### config.mk
export PLATFORM = sky130hd
export DESIGN_NAME = huffman_code_builder
export DESIGN_NICKNAME = d
export VERILOG_FILES = /design/src/hw/rtl/hcb_pkg.sv /design/src/hw/rtl/huffman_code_builder.sv
export SDC_FILE = /design/constraint.sdc
export NUM_CORES = 2
export LEC_CHECK = 0
export BUFFER_PORTS_ARGS = -buffer_cell sky130_fd_sc_hd__buf_4
export CAP_MARGIN = 20
export CORE_ASPECT_RATIO = 0.75
export CORE_MARGIN = 5
export CORE_UTILIZATION = 30
export CTS_CLUSTER_DIAMETER = 60
export DETAILED_ROUTE_END_ITERATION = 16
export PLACE_DENSITY = 0.45
export SYNTH_ARGS = -nofsm -noshare
export SYNTH_HDL_FRONTEND = slang
export SYNTH_SLANG_ARGS = --single-unit
### constraint.sdc
create_clock -name aclk -period 5.3 [get_ports aclk]
set_clock_uncertainty 0.15 [all_clocks]
set_input_delay 0.53 -clock aclk [delete_from_list [all_inputs] [get_ports aclk]]
set_output_delay 0.53 -clock aclk [all_outputs]
set_load 0.01 [all_outputs]
### src/hw/rtl/hcb_pkg.sv
`timescale 1ns / 1ps
// ----------------------------------------------------------------------------
// Huffman code builder package
// Shared state encoding for the code builder sequencer.
// ----------------------------------------------------------------------------
package hcb_pkg;

    typedef enum logic [3:0] {
        ST_LOAD,
        ST_MOVE_RD,
        ST_MOVE_WR,
        ST_SCAN_A,
        ST_SCAN_B,
        ST_MERGE,
        ST_MERGE_B,
        ST_WALK_START,
        ST_WALK_RD,
        ST_WALK_STEP,
        ST_EMIT
    } hcb_state_t;

endpackage

### src/hw/rtl/huffman_code_builder.sv
`timescale 1ns / 1ps
// ----------------------------------------------------------------------------
// Huffman code builder
// Loads weighted leaves, builds a Huffman tree in node memory, emits codes.
// ----------------------------------------------------------------------------
// Leaves are loaded one per transaction. A set of n leaves then has its
// weights moved and its tree built: two scans of slots i+1..2n-1 at one entry
// per cycle and three writes per merge. Each code is then walked from its leaf
// to the root, and emission waits on any output stall. The build of a set is
// bounded by the single read port of node memory.
// Reset (aresetn low, synchronous) empties the leaf set; memory is not cleared.
// ----------------------------------------------------------------------------
module huffman_code_builder
    import hcb_pkg::*;
#(
    parameter int MAX_LEAVES = 16
) (
    input  logic        aclk,
    input  logic        aresetn,
    input  logic        s_tvalid,
    output logic        s_tready,
    input  logic [23:0] s_tdata,   // [7:0] symbol, [23:8] weight
    input  logic        s_tlast,   // last_leaf
    output logic        m_tvalid,
    input  logic        m_tready,
    output logic [31:0] m_tdata,   // [7:0] out_symbol, [23:8] code_bits, [28:24] code_length
    output logic        m_tlast    // last_code
);

    localparam int SLOTS = 2 * MAX_LEAVES;
    localparam int SW    = $clog2(SLOTS);
    localparam int LW    = $clog2(MAX_LEAVES);
    localparam int CW    = $clog2(MAX_LEAVES + 1);

    // Node memory entry: weight, parent, left child, has-parent flag.
    typedef struct packed {
        logic [19:0]   weight;
        logic [SW-1:0] parent;
        logic [SW-1:0] left;
        logic          linked;
    } node_t;

    node_t      node_mem [SLOTS];
    logic [7:0] sym_mem  [MAX_LEAVES];

    hcb_state_t state_reg, state_next;
    logic [CW-1:0] count_reg, count_next;   // leaves in set
    logic [SW-1:0] addr_reg, addr_next;     // scan / walk pointer
    logic [SW-1:0] node_i_reg, node_i_next; // internal node under construction
    logic [SW-1:0] best_reg, best_next;
    logic [19:0]   best_w_reg, best_w_next;
    logic [SW-1:0] best_l_reg, best_l_next;
    logic          found_reg, found_next;
    logic [SW-1:0] a_reg, a_next;
    logic [19:0]   a_w_reg, a_w_next;
    logic [SW-1:0] a_l_reg, a_l_next;
    logic [LW-1:0] j_reg, j_next;           // leaf index for move and emit
    logic [SW-1:0] child_reg, child_next;
    logic [15:0]   code_reg, code_next;
    logic [4:0]    len_reg, len_next;

    logic          rd_en;
    logic [SW-1:0] rd_addr;
    node_t         rd_q;
    logic          wr_en;
    logic [SW-1:0] wr_addr;
    node_t         wr_data;
    logic [7:0]    sym_q;

    logic          m_valid_reg, m_valid_next;
    logic [31:0]   m_data_reg, m_data_next;
    logic          m_last_reg, m_last_next;

    logic [SW-1:0] top;
    logic          in_acc;
    logic          scan_end;
    logic          closes;

    assign top      = SW'(2 * count_reg - 1);
    assign in_acc   = s_tvalid && s_tready;
    assign s_tready = (state_reg == ST_LOAD);
    assign scan_end = (addr_reg == top);
    assign closes   = s_tlast || (count_reg == CW'(MAX_LEAVES - 1));

    // A read of the entry written in the same cycle returns the new data.
    always_ff @(posedge aclk) begin
        if (rd_en) begin
            if (wr_en && (wr_addr == rd_addr)) begin
                rd_q <= wr_data;
            end else begin
                rd_q <= node_mem[rd_addr];
            end
        end
        if (wr_en) begin
            node_mem[wr_addr] <= wr_data;
        end
        if (in_acc) begin
            sym_mem[count_reg[LW-1:0]] <= s_tdata[7:0];
        end
        sym_q <= sym_mem[j_reg];
    end

    always_ff @(posedge aclk) begin
        if (!aresetn) begin
            state_reg   <= ST_LOAD;
            count_reg   <= '0;
            m_valid_reg <= 1'b0;
        end else begin
            state_reg   <= state_next;
            count_reg   <= count_next;
            m_valid_reg <= m_valid_next;
        end
        addr_reg   <= addr_next;
        node_i_reg <= node_i_next;
        best_reg   <= best_next;
        best_w_reg <= best_w_next;
        best_l_reg <= best_l_next;
        found_reg  <= found_next;
        a_reg      <= a_next;
        a_w_reg    <= a_w_next;
        a_l_reg    <= a_l_next;
        j_reg      <= j_next;
        child_reg  <= child_next;
        code_reg   <= code_next;
        len_reg    <= len_next;
        m_data_reg <= m_data_next;
        m_last_reg <= m_last_next;
    end

    always_comb begin
        state_next   = state_reg;
        count_next   = count_reg;
        addr_next    = addr_reg;
        node_i_next  = node_i_reg;
        best_next    = best_reg;
        best_w_next  = best_w_reg;
        best_l_next  = best_l_reg;
        found_next   = found_reg;
        a_next       = a_reg;
        a_w_next     = a_w_reg;
        a_l_next     = a_l_reg;
        j_next       = j_reg;
        child_next   = child_reg;
        code_next    = code_reg;
        len_next     = len_reg;
        m_valid_next = m_valid_reg;
        m_data_next  = m_data_reg;
        m_last_next  = m_last_reg;
        rd_en        = 1'b0;
        rd_addr      = addr_reg;
        wr_en        = 1'b0;
        wr_addr      = '0;
        wr_data      = '0;

        if (m_valid_reg && m_tready) begin
            m_valid_next = 1'b0;
        end

        case (state_reg)
            ST_LOAD: begin
                if (in_acc) begin
                    // Weight parked by leaf index in slots 0..n-1.
                    wr_en          = 1'b1;
                    wr_addr        = SW'(count_reg);
                    wr_data.weight = {4'd0, s_tdata[23:8]};
                    count_next     = count_reg + 1'b1;
                    if (closes) begin
                        // Move from the highest leaf down so no source is
                        // overwritten before it is read.
                        j_next     = LW'(count_reg);
                        state_next = ST_MOVE_RD;
                    end
                end
            end
            ST_MOVE_RD: begin
                rd_en      = 1'b1;
                rd_addr    = SW'(j_reg);
                state_next = ST_MOVE_WR;
            end
            ST_MOVE_WR: begin
                wr_en          = 1'b1;
                wr_addr        = top - SW'(j_reg);
                wr_data.weight = rd_q.weight;
                if (j_reg == '0) begin
                    node_i_next = SW'(count_reg - 1'b1);
                    if (count_reg == CW'(1)) begin
                        j_next     = '0;
                        state_next = ST_WALK_START;
                    end else begin
                        addr_next  = SW'(count_reg);
                        found_next = 1'b0;
                        rd_en      = 1'b1;
                        rd_addr    = SW'(count_reg);
                        state_next = ST_SCAN_A;
                    end
                end else begin
                    j_next     = j_reg - 1'b1;
                    state_next = ST_MOVE_RD;
                end
            end
            ST_SCAN_A, ST_SCAN_B: begin
                // rd_q holds entry addr_reg; issue the next read each cycle.
                if (!rd_q.linked && !(state_reg == ST_SCAN_B && addr_reg == a_reg)
                        && (!found_reg || rd_q.weight < best_w_reg)) begin
                    best_next   = addr_reg;
                    best_w_next = rd_q.weight;
                    best_l_next = rd_q.left;
                    found_next  = 1'b1;
                end
                if (scan_end) begin
                    addr_next  = node_i_reg + 1'b1;
                    found_next = 1'b0;
                    if (state_reg == ST_SCAN_A) begin
                        a_next   = best_next;
                        a_w_next = best_w_next;
                        a_l_next = best_l_next;
                        rd_en    = 1'b1;
                        rd_addr  = node_i_reg + 1'b1;
                        state_next = ST_SCAN_B;
                    end else begin
                        state_next = ST_MERGE;
                    end
                end else begin
                    addr_next = addr_reg + 1'b1;
                    rd_en     = 1'b1;
                    rd_addr   = addr_reg + 1'b1;
                end
            end
            ST_MERGE: begin
                // Link the first child. Its weight and left child were
                // captured by the scan, so the whole entry is rewritten.
                wr_en          = 1'b1;
                wr_addr        = a_reg;
                wr_data.weight = a_w_reg;
                wr_data.parent = node_i_reg;
                wr_data.left   = a_l_reg;
                wr_data.linked = 1'b1;
                state_next     = ST_MERGE_B;
            end
            ST_MERGE_B: begin
                // Link the second child.
                wr_en          = 1'b1;
                wr_addr        = best_reg;
                wr_data.weight = best_w_reg;
                wr_data.parent = node_i_reg;
                wr_data.left   = best_l_reg;
                wr_data.linked = 1'b1;
                state_next     = ST_WALK_START;
            end
            ST_WALK_START: begin
                if (node_i_reg != '0 && count_reg != CW'(1)) begin
                    // Finish the merge: store the new internal node.
                    wr_en          = 1'b1;
                    wr_addr        = node_i_reg;
                    wr_data.weight = a_w_reg + best_w_reg;
                    wr_data.left   = a_reg;
                    wr_data.linked = 1'b0;
                    node_i_next    = node_i_reg - 1'b1;
                    if (node_i_reg == SW'(1)) begin
                        j_next = '0;
                    end else begin
                        addr_next  = node_i_reg;
                        found_next = 1'b0;
                        rd_en      = 1'b1;
                        rd_addr    = node_i_reg;
                        state_next = ST_SCAN_A;
                    end
                end else if (!m_valid_reg || m_tready) begin
                    child_next = top - SW'(j_reg);
                    code_next  = '0;
                    len_next   = '0;
                    rd_en      = 1'b1;
                    rd_addr    = top - SW'(j_reg);
                    state_next = ST_WALK_RD;
                end
            end
            ST_WALK_RD: begin
                // rd_q is child entry.
                if (count_reg != CW'(1) && rd_q.linked) begin
                    rd_en      = 1'b1;
                    rd_addr    = rd_q.parent;
                    addr_next  = rd_q.parent;
                    state_next = ST_WALK_STEP;
                end else begin
                    state_next = ST_EMIT;
                end
            end
            ST_WALK_STEP: begin
                // rd_q is the parent entry. Only the sixteen bits nearest the
                // leaf are kept in the code.
                if (len_reg < 5'd16) begin
                    code_next[len_reg[3:0]] = (rd_q.left != child_reg);
                end
                if (len_reg != 5'd31) begin
                    len_next = len_reg + 1'b1;
                end
                child_next = addr_reg;
                rd_en      = 1'b1;
                rd_addr    = addr_reg;
                state_next = ST_WALK_RD;
            end
            ST_EMIT: begin
                if (!m_valid_reg || m_tready) begin
                    m_valid_next = 1'b1;
                    m_data_next  = {3'd0, (len_reg == '0) ? 5'd1 : len_reg, code_reg, sym_q};
                    m_last_next  = (CW'(j_reg) == count_reg - 1'b1);
                    if (CW'(j_reg) == count_reg - 1'b1) begin
                        count_next = '0;
                        state_next = ST_LOAD;
                    end else begin
                        j_next     = j_reg + 1'b1;
                        state_next = ST_WALK_START;
                        node_i_next = '0;
                    end
                end
            end
            default: state_next = ST_LOAD;
        endcase
    end

    assign m_tvalid = m_valid_reg;
    assign m_tdata  = m_data_reg;
    assign m_tlast  = m_last_reg;

    property p_no_accept_busy;
        @(posedge aclk) disable iff (!aresetn) (state_reg != ST_LOAD) |-> !s_tready;
    endproperty
    a_no_accept_busy: assert property (p_no_accept_busy) else $error("accept while busy");

    property p_count_bound;
        @(posedge aclk) disable iff (!aresetn) count_reg <= CW'(MAX_LEAVES);
    endproperty
    a_count_bound: assert property (p_count_bound) else $error("leaf count overflow");

    property p_emit_hold;
        @(posedge aclk) disable iff (!aresetn)
            (m_valid_reg && !m_tready) |=> $stable(m_data_reg);
    endproperty
    a_emit_hold: assert property (p_emit_hold) else $error("result changed while stalled");

endmodule
==> metrics.txt <==
share of cells above drive strength 1 about 15%; Post-CTS Setup Bufs 0; Die Ht ~380 um; Yosys top cell by area edfxtp_1; Max VDD drop 768 uV; Post-synth top flop edfxtp_1; Post-DP HPWL between 100 and 150 mm; GRT overflow 0; CTS H-Tree Depth 4; largest net degree at the start of global routing 104; 1st-pass router iterations 6; Post-synth EDFFs approximately 1300; fillcell total approximately 18000; number of global-route vias before repair about 33000; Setup CP Type reg -> reg; # setup viols final 0; Area growth syn-to-layout 16.9%; multi-input combinational cell area about 15000 um2; Die ar. 192000 um2; initial antenna violation count 5; total length of routed wires approximately 180 mm; CP max stage cell nor2_4; CTS clk-pin slew, worst paths 0.06 ns; worst hold stages 3; # IOs between 60 and 70; CP peak stage delay just over 0.8 ns; worst-path fanout max 26; number of distinct library cells after synthesis around 100; cells along the critical path or4b_2 > o21ai_0 > or2_2 > nor2_1 > o21a_4 > nor2_4 > buf_4 > a221o_1 > o21ai_0 > a22oi_1 > o211a_1; RSZ-0062 raised after global routing false; max-slew violations 0; P per Cell Area between 600 and 700 nW/um2; Reg2Reg Capture Point rd_q[19]$_DFFE_PP_; status finished clean; total CTS buffers roughly 130; final-stage net count 4155; Core Region about 180000 um2; post-route ant nets 0; leakage power between 20 and 25 nW; setup ws final 0.457 ns; Cell Area, Synth 55100 um2; crit path capture type flip-flop; Hold Path Class in -> reg; Post-DP Area around 60000 um2; most frequent CP cell o21ai_0; PortBufs 60; slew margin rel. 28.8%; Tot GR Track Use a little under a fifth; vias per cell about 5.3; Reg with most FFs node_mem; first-pass GRT wire length 253 mm; setup TNS 0 ns; sequential area share after synthesis 70.6%; CTS root buffer clkbuf_16; Largest register FFs approximately 1000; CTS tree yes; Hold Fails Final Rpt 0; WP data required between 5 and 6 ns; r2r setup slk 0.46 ns; wire per inst 27.3 um; worst r2r src state_reg[2]$_SDFFE_PN0P_; Seq cells post-synth 1300; total vias in the final route about 35000; crit start category flip-flop; post-route cell area about 64000 um2; post-synth top area share a little over two thirds; worst slew pin tran roughly 1.1 ns; commonest non-fill, non-tap cell in the layout edfxtp_1; DIE WIDTH 505 um; Cells after Synth around 4000; Max Cap Violations 0; FF-to-FF path depth 11; FMAX between 200 and 250 MHz; register area about 39000 um2; Arr. time, crit path around 5.4 ns; fin cells 6583; synth top area cells edfxtp_1 70%, nand2_1 4.7%, mux2i_1 3.2%; Placer Congestion between 0.9 and 1; most frequent cells in the layout 1282 x edfxtp_1, 694 x nand2_1, 285 x nand3_1; period utilization 91.4%; Placed Instances ~6300; worst skew pair latency 0.78 ns; DRC viols 0; HP Start s_tdata[20]; pre-CTS setup slack about 0.50 ns; CP top delay family simple AND/OR/NAND/NOR gates; Max Root-Sink Buffers 3; final worst path period need just under 5 ns; Ys Warns 0; Worst Hold End node_mem[27][23]$_DFFE_PP_; Post-Syn Area per Cell approximately 14 um2; initial DRC count approximately 4000; WP buf/inv 1; Starting Density roughly 30%; number of clock sinks 1300; Async S/R FF share, synth 0%; Final Util between 30% and 40%; row count 136
==> worst register-to-register path, cell delays in order (launching register included) <==
cell     delay (ns)
dfxtp_1        0.78
or4b_2         0.75
o21ai_0        0.20
or2_2          0.38
nor2_1         0.16
o21a_4         0.31
nor2_4         0.82
buf_4          0.47
a221o_1        0.24
o21ai_0        0.09
a22oi_1        0.23
o211a_1        0.17
==> logic make-up after synthesis <==
logic type	after synthesis	share of synthesized area, %
adder cells (fa/ha/maj)	61	1.40
multiplexers	254	5.65
AND/OR/NAND/NOR	1295	10.6
XOR/XNOR	52	0.902
buffers and inverters	308	2.39
AO/OA/AOI/OAI	625	8.46
flip-flops	1300	70.6
other	1	0.00681
==> where the power goes <==
| part | internal (W) | switching [W] |
|---|---|---|
| combinational | 0.00600 | 0.0118 |
| sequential | 0.0127 | 0.000468 |
| clock | 0.00499 | 0.00414 |
==> synth_stat cells, types with 19 or more instances <==
master	count
edfxtp_1	1282
nand2_1	694
nand3_1	285
mux2i_1	176
clkbuf_1	132
nor2_1	121
o21ai_0	111
a21oi_1	109
buf_2	78
a32oi_1	77
ha_1	60
inv_1	49
a221o_1	45
mux4_2	42
buf_1	36
mux2_2	36
nand4_1	31
and3_1	30
xnor2_1	29
a22oi_1	26
nor3_1	26
a221oi_1	20
xor2_1	20
o211a_1	19
==> stage by stage <==
stage          hold slack (ns)  total power, W
2_1_floorplan            0.236          0.0239
3_3_place_gp             0.239          0.0313
3_5_place_dp             0.243          0.0312
4_1_cts                  0.100          0.0404
5_1_grt                  0.108          0.0422
6_report                 0.130          0.0402
==> what timing repair did <==
item                                   CTS  global route
gates resized for setup                  0             0
endpoints found under the hold margin  138             0
hold buffers                             9             0
==> layer usage <==
layer	track usage [%]	up-vias	wire length (um)
met5	0	-	13
met4	4.48	2	3910
met3	4.58	237	14800
met2	25.4	1291	74500
met1	27.7	17700	86300
li1	-	15300	-
==> worst max path at each step <==
stage | from | endpoint | slack [ns] | depth (start not counted)
final | state_reg[2]$_SDFFE_PN0P_ | rd_q[19]$_DFFE_PP_ | 0.46 | 11
after global routing | count_reg[0]$_SDFFE_PN0P_ | rd_q[3]$_DFFE_PP_ | 0.26 | 14
after CTS | count_reg[1]$_SDFFE_PN0P_ | rd_q[25]$_DFFE_PP_ | 0.48 | 16
after detailed placement | count_reg[1]$_SDFFE_PN0P_ | rd_q[13]$_DFFE_PP_ | 0.50 | 16
after global placement | count_reg[1]$_SDFFE_PN0P_ | rd_q[25]$_DFFE_PP_ | 0.45 | 16
after floorplan | count_reg[0]$_SDFFE_PN0P_ | rd_q[0]$_DFFE_PP_ | 0.39 | 11
==> layout make-up <==
cell class,instances,area share (%)
clock buffer,166,5.51
inverter,50,0.292
tap,2415,4.69
multi-input combinational,2290,23.8
clock inverter,72,0.927
timing repair buffer,289,4.40
sequential,1300,60.4
antenna,1,0.00389
No activity file was read; power rests on OpenSTA's default activity.
